File: src/tcg_pkg.sv
package tcg_pkg;

  localparam int WORD_WIDTH = 64;
  localparam int FRAC_BITS  = 40;
  localparam int CFG_WIDTH  = 63;
  localparam int ADDR_W     = 5;
  localparam int PC_W       = 7;

  localparam logic [PC_W-1:0] PROG_LAST = 7'd79;

  localparam logic [CFG_WIDTH-1:0] GM_RESET = 63'd21990232555520;
  localparam logic [CFG_WIDTH-1:0] DT_RESET = 63'd1099511628;

  localparam logic [1:0] CFG_GM        = 2'd0;
  localparam logic [1:0] CFG_HALF_SEP  = 2'd1;
  localparam logic [1:0] CFG_TIME_STEP = 2'd2;

  // Register file map.
  localparam logic [ADDR_W-1:0] A_CX  = 5'd0;
  localparam logic [ADDR_W-1:0] A_CY  = 5'd1;
  localparam logic [ADDR_W-1:0] A_CVX = 5'd2;
  localparam logic [ADDR_W-1:0] A_CVY = 5'd3;
  localparam logic [ADDR_W-1:0] A_GM  = 5'd4;
  localparam logic [ADDR_W-1:0] A_HS  = 5'd5;
  localparam logic [ADDR_W-1:0] A_DT  = 5'd6;
  localparam logic [ADDR_W-1:0] A_ZR  = 5'd7;
  localparam logic [ADDR_W-1:0] A_SX  = 5'd8;
  localparam logic [ADDR_W-1:0] A_SY  = 5'd9;
  localparam logic [ADDR_W-1:0] A_NHS = 5'd10;
  localparam logic [ADDR_W-1:0] A_DX  = 5'd11;
  localparam logic [ADDR_W-1:0] A_T1  = 5'd12;
  localparam logic [ADDR_W-1:0] A_T2  = 5'd13;
  localparam logic [ADDR_W-1:0] A_R2  = 5'd14;
  localparam logic [ADDR_W-1:0] A_R3  = 5'd15;
  localparam logic [ADDR_W-1:0] A_AX0 = 5'd16;
  localparam logic [ADDR_W-1:0] A_AY0 = 5'd17;
  localparam logic [ADDR_W-1:0] A_AX1 = 5'd18;
  localparam logic [ADDR_W-1:0] A_AY1 = 5'd19;
  localparam logic [ADDR_W-1:0] A_PX  = 5'd20;
  localparam logic [ADDR_W-1:0] A_PY  = 5'd21;
  localparam logic [ADDR_W-1:0] A_NVX = 5'd22;
  localparam logic [ADDR_W-1:0] A_NVY = 5'd23;

  typedef enum logic [2:0] {
    OP_ADD, OP_NEG, OP_HALF, OP_MUL, OP_DIV, OP_SQRT
  } alu_op_t;

  typedef struct packed {
    logic    start;
    alu_op_t op;
  } alu_req_t;

  typedef struct packed {
    logic done;
    logic sat;
  } alu_rsp_t;

  typedef struct packed {
    alu_op_t           op;
    logic [ADDR_W-1:0] dst;
    logic [ADDR_W-1:0] a;
    logic [ADDR_W-1:0] b;
  } uop_t;

  function automatic uop_t mk(input alu_op_t op, input logic [ADDR_W-1:0] d,
                              input logic [ADDR_W-1:0] a, input logic [ADDR_W-1:0] b);
    uop_t u;
    u.op = op;
    u.dst = d;
    u.a = a;
    u.b = b;
    return u;
  endfunction

  // Acceleration at (xr, yr) into (axr, ayr), 27 micro-operations.
  function automatic uop_t accel_uop(input logic [PC_W-1:0] k,
                                     input logic [ADDR_W-1:0] xr, input logic [ADDR_W-1:0] yr,
                                     input logic [ADDR_W-1:0] axr,
                                     input logic [ADDR_W-1:0] ayr);
    uop_t u;
    case (k)
      7'd0:         u = mk(OP_ADD, A_SX, A_ZR, A_ZR);
      7'd1:         u = mk(OP_ADD, A_SY, A_ZR, A_ZR);
      7'd2:         u = mk(OP_NEG, A_NHS, A_HS, A_HS);
      7'd3:         u = mk(OP_ADD, A_DX, xr, A_NHS);
      7'd4, 7'd14:  u = mk(OP_MUL, A_T1, A_DX, A_DX);
      7'd5, 7'd15:  u = mk(OP_MUL, A_T2, yr, yr);
      7'd6, 7'd16:  u = mk(OP_ADD, A_R2, A_T1, A_T2);
      7'd7, 7'd17:  u = mk(OP_SQRT, A_T1, A_R2, A_R2);
      7'd8, 7'd18:  u = mk(OP_MUL, A_R3, A_R2, A_T1);
      7'd9, 7'd19:  u = mk(OP_DIV, A_T2, A_DX, A_R3);
      7'd10, 7'd20: u = mk(OP_ADD, A_SX, A_SX, A_T2);
      7'd11, 7'd21: u = mk(OP_DIV, A_T2, yr, A_R3);
      7'd12, 7'd22: u = mk(OP_ADD, A_SY, A_SY, A_T2);
      7'd13:        u = mk(OP_ADD, A_DX, xr, A_HS);
      7'd23:        u = mk(OP_MUL, A_T1, A_GM, A_SX);
      7'd24:        u = mk(OP_NEG, axr, A_T1, A_T1);
      7'd25:        u = mk(OP_MUL, A_T1, A_GM, A_SY);
      7'd26:        u = mk(OP_NEG, ayr, A_T1, A_T1);
      default:      u = mk(OP_ADD, A_ZR, A_ZR, A_ZR);
    endcase
    return u;
  endfunction

  function automatic uop_t prog(input logic [PC_W-1:0] pc);
    uop_t u;
    if (pc < 7'd27) begin
      u = accel_uop(pc, A_CX, A_CY, A_AX0, A_AY0);
    end else if (pc >= 7'd35 && pc < 7'd62) begin
      u = accel_uop(pc - 7'd35, A_PX, A_PY, A_AX1, A_AY1);
    end else begin
      case (pc)
        7'd27:   u = mk(OP_MUL, A_T1, A_AX0, A_DT);
        7'd28:   u = mk(OP_ADD, A_T1, A_CVX, A_T1);
        7'd29:   u = mk(OP_MUL, A_T1, A_T1, A_DT);
        7'd30:   u = mk(OP_ADD, A_PX, A_CX, A_T1);
        7'd31:   u = mk(OP_MUL, A_T1, A_AY0, A_DT);
        7'd32:   u = mk(OP_ADD, A_T1, A_CVY, A_T1);
        7'd33:   u = mk(OP_MUL, A_T1, A_T1, A_DT);
        7'd34:   u = mk(OP_ADD, A_PY, A_CY, A_T1);
        7'd62:   u = mk(OP_ADD, A_T1, A_AX0, A_AX1);
        7'd63:   u = mk(OP_HALF, A_T1, A_T1, A_T1);
        7'd64:   u = mk(OP_MUL, A_T1, A_T1, A_DT);
        7'd65:   u = mk(OP_ADD, A_NVX, A_CVX, A_T1);
        7'd66:   u = mk(OP_ADD, A_T1, A_AY0, A_AY1);
        7'd67:   u = mk(OP_HALF, A_T1, A_T1, A_T1);
        7'd68:   u = mk(OP_MUL, A_T1, A_T1, A_DT);
        7'd69:   u = mk(OP_ADD, A_NVY, A_CVY, A_T1);
        7'd70:   u = mk(OP_ADD, A_T1, A_NVX, A_CVX);
        7'd71:   u = mk(OP_HALF, A_T1, A_T1, A_T1);
        7'd72:   u = mk(OP_MUL, A_T1, A_T1, A_DT);
        7'd73:   u = mk(OP_ADD, A_CX, A_CX, A_T1);
        7'd74:   u = mk(OP_ADD, A_T1, A_NVY, A_CVY);
        7'd75:   u = mk(OP_HALF, A_T1, A_T1, A_T1);
        7'd76:   u = mk(OP_MUL, A_T1, A_T1, A_DT);
        7'd77:   u = mk(OP_ADD, A_CY, A_CY, A_T1);
        7'd78:   u = mk(OP_ADD, A_CVX, A_NVX, A_ZR);
        7'd79:   u = mk(OP_ADD, A_CVY, A_NVY, A_ZR);
        default: u = mk(OP_ADD, A_ZR, A_ZR, A_ZR);
      endcase
    end
    return u;
  endfunction

endpackage

File: src/tcg_alu.sv
module tcg_alu #(
  parameter int W = tcg_pkg::WORD_WIDTH,
  parameter int F = tcg_pkg::FRAC_BITS
) (
  input  logic                   clk,
  input  logic                   rst,
  input  tcg_pkg::alu_req_t      req,
  input  logic signed [W-1:0]    a,
  input  logic signed [W-1:0]    b,
  output tcg_pkg::alu_rsp_t      rsp,
  output logic signed [W-1:0]    res
);

  localparam int H  = (W + 1) / 2;
  localparam int PW = 4 * H;
  localparam int MW = 2 * W + 2;
  localparam int CW = $clog2(W);
  localparam logic [W-1:0] MAXV = {1'b0, {(W-1){1'b1}}};
  localparam logic [W-1:0] MINV = {1'b1, {(W-1){1'b0}}};

  typedef enum logic [2:0] {A_IDLE, A_MUL, A_DIV, A_SQRT, A_FIN} ast_t;

  ast_t             st;
  tcg_pkg::alu_op_t op_r;
  logic             neg_r;
  logic             done;
  logic             sat_r;
  logic [PW-1:0]    acc;
  logic [W+1:0]     rem;
  logic [W-1:0]     sh;
  logic [CW-1:0]    cnt;

  logic [W-1:0]     ma, mb, hm, half_res, add_res, nh;
  logic [W:0]       sum;
  logic             add_sat;
  logic [2*H-1:0]   pa, pb, prod;
  logic [H-1:0]     pah, pbh;
  logic [PW-1:0]    term;
  logic [W:0]       dtr, ddiff;
  logic             dge;
  logic [W+3:0]     str, trial, sdiff;
  logic             sge;
  logic [MW-1:0]    fin_mag;
  logic [W:0]       fin;

  function automatic logic [W:0] from_sm(input logic neg, input logic [MW-1:0] m);
    logic [MW-1:0] lim;
    logic [MW-1:0] tmp;
    lim = MW'(MAXV) + MW'(neg);
    tmp = ~m + MW'(1);
    if (m > lim) begin
      return {1'b1, (neg ? MINV : MAXV)};
    end else if (neg) begin
      return {1'b0, tmp[W-1:0]};
    end
    return {1'b0, m[W-1:0]};
  endfunction

  assign ma = a[W-1] ? (~a + 1'b1) : a;
  assign mb = b[W-1] ? (~b + 1'b1) : b;
  assign sum = {a[W-1], a} + {b[W-1], b};
  assign add_sat = sum[W] != sum[W-1];
  assign add_res = add_sat ? (sum[W] ? MINV : MAXV) : sum[W-1:0];
  assign hm = ma >> 1;
  assign half_res = a[W-1] ? (~hm + 1'b1) : hm;
  assign nh = ma >> (W - F);

  assign pa = (2*H)'(ma);
  assign pb = (2*H)'(mb);
  assign pah = cnt[1] ? pa[2*H-1:H] : pa[H-1:0];
  assign pbh = cnt[0] ? pb[2*H-1:H] : pb[H-1:0];
  assign prod = pah * pbh;

  always_comb begin
    case (cnt[1:0])
      2'd0:    term = PW'(prod);
      2'd3:    term = PW'(prod) << (2 * H);
      default: term = PW'(prod) << H;
    endcase
  end

  assign dtr = {rem[W-1:0], sh[W-1]};
  assign dge = dtr >= {1'b0, mb};
  assign ddiff = dtr - {1'b0, mb};

  assign str = {rem, acc[2*W-1 -: 2]};
  assign trial = {2'b00, sh, 2'b01};
  assign sge = str >= trial;
  assign sdiff = str - trial;

  assign fin_mag = (op_r == tcg_pkg::OP_MUL) ? MW'(acc >> F) : MW'(sh);
  assign fin = from_sm(neg_r, fin_mag);

  assign rsp.done = done;
  assign rsp.sat = sat_r;

  always_ff @(posedge clk) begin
    if (rst) begin
      st <= A_IDLE;
      done <= 1'b0;
    end else begin
      done <= 1'b0;
      case (st)
        A_IDLE: begin
          if (req.start) begin
            op_r <= req.op;
            neg_r <= (a[W-1] ^ b[W-1]) && (req.op != tcg_pkg::OP_SQRT);
            cnt <= '0;
            case (req.op)
              tcg_pkg::OP_ADD: begin
                res <= add_res;
                sat_r <= add_sat;
                done <= 1'b1;
              end
              tcg_pkg::OP_NEG: begin
                res <= (a == MINV) ? MAXV : (~a + 1'b1);
                sat_r <= a == MINV;
                done <= 1'b1;
              end
              tcg_pkg::OP_HALF: begin
                res <= half_res;
                sat_r <= 1'b0;
                done <= 1'b1;
              end
              tcg_pkg::OP_MUL: begin
                acc <= '0;
                st <= A_MUL;
              end
              tcg_pkg::OP_DIV: begin
                if (b == '0) begin
                  res <= a[W-1] ? MINV : MAXV;
                  sat_r <= 1'b1;
                  done <= 1'b1;
                end else if (nh >= mb) begin
                  res <= (a[W-1] ^ b[W-1]) ? MINV : MAXV;
                  sat_r <= 1'b1;
                  done <= 1'b1;
                end else begin
                  rem <= (W+2)'(nh);
                  sh <= ma << F;
                  st <= A_DIV;
                end
              end
              tcg_pkg::OP_SQRT: begin
                if (a[W-1] || a == '0) begin
                  res <= '0;
                  sat_r <= 1'b0;
                  done <= 1'b1;
                end else begin
                  acc <= PW'(ma) << F;
                  rem <= '0;
                  sh <= '0;
                  st <= A_SQRT;
                end
              end
              default: begin
                res <= '0;
                sat_r <= 1'b0;
                done <= 1'b1;
              end
            endcase
          end
        end
        A_MUL: begin
          acc <= acc + term;
          cnt <= cnt + 1'b1;
          if (cnt == CW'(3)) st <= A_FIN;
        end
        A_DIV: begin
          rem <= (W+2)'(dge ? ddiff[W-1:0] : dtr[W-1:0]);
          sh <= {sh[W-2:0], dge};
          cnt <= cnt + 1'b1;
          if (cnt == CW'(W - 1)) st <= A_FIN;
        end
        A_SQRT: begin
          rem <= (W+2)'(sge ? sdiff : str);
          sh <= {sh[W-2:0], sge};
          acc <= acc << 2;
          cnt <= cnt + 1'b1;
          if (cnt == CW'(W - 1)) st <= A_FIN;
        end
        A_FIN: begin
          res <= fin[W-1:0];
          sat_r <= fin[W];
          done <= 1'b1;
          st <= A_IDLE;
        end
        default: st <= A_IDLE;
      endcase
    end
  end

endmodule

File: config.mk
export PLATFORM = sky130hd
export DESIGN_NAME = tcg_alu
export DESIGN_NICKNAME = d
export VERILOG_FILES = /design/src/tcg_pkg.sv /design/src/tcg_alu.sv
export SDC_FILE = /design/constraint.sdc
export NUM_CORES = 2
export LEC_CHECK = 0
export ABC_AREA = 0
export BUFFER_PORTS_ARGS = -buffer_cell sky130_fd_sc_hd__buf_2
export CAP_MARGIN = 30
export CORE_MARGIN = 5
export CORE_UTILIZATION = 40
export DETAILED_ROUTE_END_ITERATION = 6
export PLACE_DENSITY_LB_ADDON = 0.12
export RECOVER_POWER = 100
export SYNTH_ARGS = -nofsm -noshare
export SYNTH_HDL_FRONTEND = slang
export SYNTH_SLANG_ARGS = --single-unit
export TNS_END_PERCENT = 50
File: constraint.sdc
create_clock -name clk -period 38 [get_ports clk]
set_input_delay 0 -clock clk [delete_from_list [all_inputs] [get_ports clk]]
set_output_delay 0 -clock clk [all_outputs]
set_load 0.02 [all_outputs]
==> flow_summary.yaml <==
outcome:
  outcome: "finished with violations"
  violations: "DRC, capacitance limit, slew limit"
detailed_routing:
  drc_errors: 3
  vias: 83676
  drt_first_iter_violations: 9703
  wl_per_cell_um: 35.42
  viasPerCell: 6.372
  wl_mm: 465.1
  firstDrtPassIters: 7
  drtAntennaViolNets: 0
grt:
  grt_max_degree: 182
  grt_overflow: 0
  track_usage_pct: 41.96
  grt_pass1_wl_mm: 640.2
  grt_pass1_vias: 81925
  antenna_found_initial: 58
logic_synthesis:
  yosys_warnings: 0
  synth-edff-count: 333
  yosys.area_share.simple_pct: 18.09
  synth_area_sq_um: 81890
  yosys-top-cells-area: "fa_1 22%, edfxtp_1 12%, ha_1 11%"
  synth-compound-area-share_pct: 20.03
  seq_area_frac_synth_pct: 12.31
  synthFlopType: "edfxtp_1"
  synthArstFlopShare_pct: 0
  synth_top_area_share_pct: 21.98
  ys_types: 96
  syn_inst: 10394
  synth_xor_area_share_pct: 6.840
  muxShareOfSynthArea_pct: 1.679
  synth_top_family_by_area: "adder cells"
  ys_ff_latch: 337
  syn_area_per_cell_sq_um: 7.879
  synthAdderAreaFrac_pct: 32.70
  syn_nets: 12128
  synth_top_area_cell: "fa_1"
placement:
  place_area_sq_um: 87210
  hpwl_mm: 374.8
  place_congestion: 1.084
  pre_cts_slack_ns: 19.95
  portBuffers: 199
layout:
  area_growth_pct: 8.613
  regArea_sq_um: 10080
  fin_area_sq_um: 88940
  final_nets: 12108
  multiInputGateArea_sq_um: 65610
  fillers: 20903
  final_cell_mix: "1186 x inv_1, 1129 x nand2_1, 1094 x nor2_1"
  layout-drive-gt1-share_pct: 6.616
  final_common_cell: "inv_1"
die:
  die_x_um: 462.5
  initial_core_util_pct: 40.11
  die_y_um: 462.5
  ios: 200
  die_area_sq_um: 213900
  core.rowCount: 166
  fp.coreArea_sq_um: 204200
clock_tree:
  insertion_delay_ns: 0.71
  h-tree-depth: 2
  clockBufferDepth: 3
  cts_root_buf: "clkbuf_16"
  cts-buffers-inserted: 49
  cts_resized: 0
  cts_setup_buffers: 0
  clk_pin_slew_ns: 0.07
  cts_tree: "built"
  clock_sinks: 337
critical_path:
  cp.arrival_ns: 21.81
  crit_type: "primary input to flip-flop"
  required_ns: 38.53
  crit_top_cell: "o21ai_0"
  critPathMaxStageDelay_ns: 1.45
  start_kind: "primary input"
  cp_max_fo: 20
  ff2ff_setup_slack_ns: 20.55
  critPathCaptureType: "flip-flop"
  crit_slowest_cell: "clkbuf_1"
timing:
  worst_slack_ns: 16.72
  finalHoldViolations: 0
  fin_crit_ns: 21.28
  tightest_slew_ns: 8.263
  rsz0062_at_grt: "no"
  clock-skew-final_ns: 0.05249
  setup_violations: 0
  fin_tns_setup_ns: 0
  fmax_ghz: 0.04699
  min_period_over_period_pct: 56.00
  slew_viol_final: 908
  relSlewSlack_pct: -450.8
worst_hold_path:
  hp-class: "primary input to flip-flop"
run:
  cap_viol_max_count: 23
==> area by class of cell <==
cell class                 instances  area share [%]
multi-input combinational       8242           73.77
inverter                        1188           5.014
clock buffer                      54           1.424
clock inverter                    37          0.5106
tap                             2688           3.781
timing repair buffer             556           4.091
sequential                       337           11.33
antenna                           29         0.08159
==> what timing repair did <==
action                                 4_1_cts  5_1_grt
hold buffers                                14        0
setup endpoints to repair                    0        0
endpoints found under the hold margin       29        0
==> per-stage QoR <==
stage          hold WS [ns]  util (%)  std cells
2_1_floorplan       0.09887         -      10394
3_3_place_gp         0.3208     42.58      12961
3_5_place_dp         0.3217     42.72      12985
4_1_cts            0.003650     43.63      13090
5_1_grt             0.05618     43.53      13107
6_report            0.06196     43.56      13131
==> sequential cells by signal, indices dropped and copies added, names as in the netlist <==
| signal | count |
|---|---|
| done | 1 |
| op_r | 3 |
| sat_r | 1 |
| acc | 128 |
| res | 64 |
| cnt | 6 |
| sh | 64 |
| rem | 66 |
| neg_r | 1 |
| st | 3 |
==> layer usage <==
| layer | global-route usage [%] | vias up | routed length (um) |
|---|---|---|---|
| met2 | 62.95 | 4887 | 199200 |
| met4 | 34.15 | 40 | 46210 |
| met1 | 50.91 | 41874 | 173500 |
| met5 | 0 | - | 296 |
| met3 | 10.67 | 1330 | 45910 |
| li1 | - | 35545 | - |
==> cell families after synthesis <==
group	count (synthesis)
mux	133
xor+xnor	638
flops	337
fa+ha+maj	1601
buf+inv	1815
simple gates	3289
compound gates	2581
==> Yosys cell counts, types with 29 or more instances <==
cell      number
inv_1       1186
nand2_1     1132
nor2_1      1097
fa_1         899
a21oi_1      772
ha_1         701
o21ai_0      581
clkbuf_1     563
xnor2_1      338
edfxtp_1     333
xor2_1       299
a21o_1       284
nand4_1      189
nand3_1      181
nor3_1       152
and2_1       114
mux2i_1       98
o21bai_1      89
o211ai_1      88
o221ai_1      84
o31ai_1       75
o21a_1        71
a211oi_1      67
a22o_1        66
nor4_1        66
a31oi_1       65
nor2b_1       58
or3_1         57
nand2b_1      56
and3_1        55
buf_1         52
o22ai_1       48
or4_1         37
mux2_2        35
a22oi_1       33
a21boi_0      29
==> worst max-delay path, delay by kind of cell <==
kind | cells | cell delay (ns)
fa+ha+maj | 11 | 5.12
xor+xnor | 3 | 0.92
mux | 1 | 0.36
compound gates | 23 | 7.74
simple gates | 6 | 2.41
buf+inv | 11 | 5.17
==> worst paths after layout <==
check / start / to / cells after the start
worst max-delay path: a[0] / acc[127] / 55
worst min-delay path: a[39] / res[38] / 4
worst max register to register: cnt[1] / acc[127] / 47
worst min register to register: acc[13] / acc[15] / 2
Power is left out: the tool's default activity adds up to more than one toggle a clock period on the data nets, which glitch-free logic cannot reach.
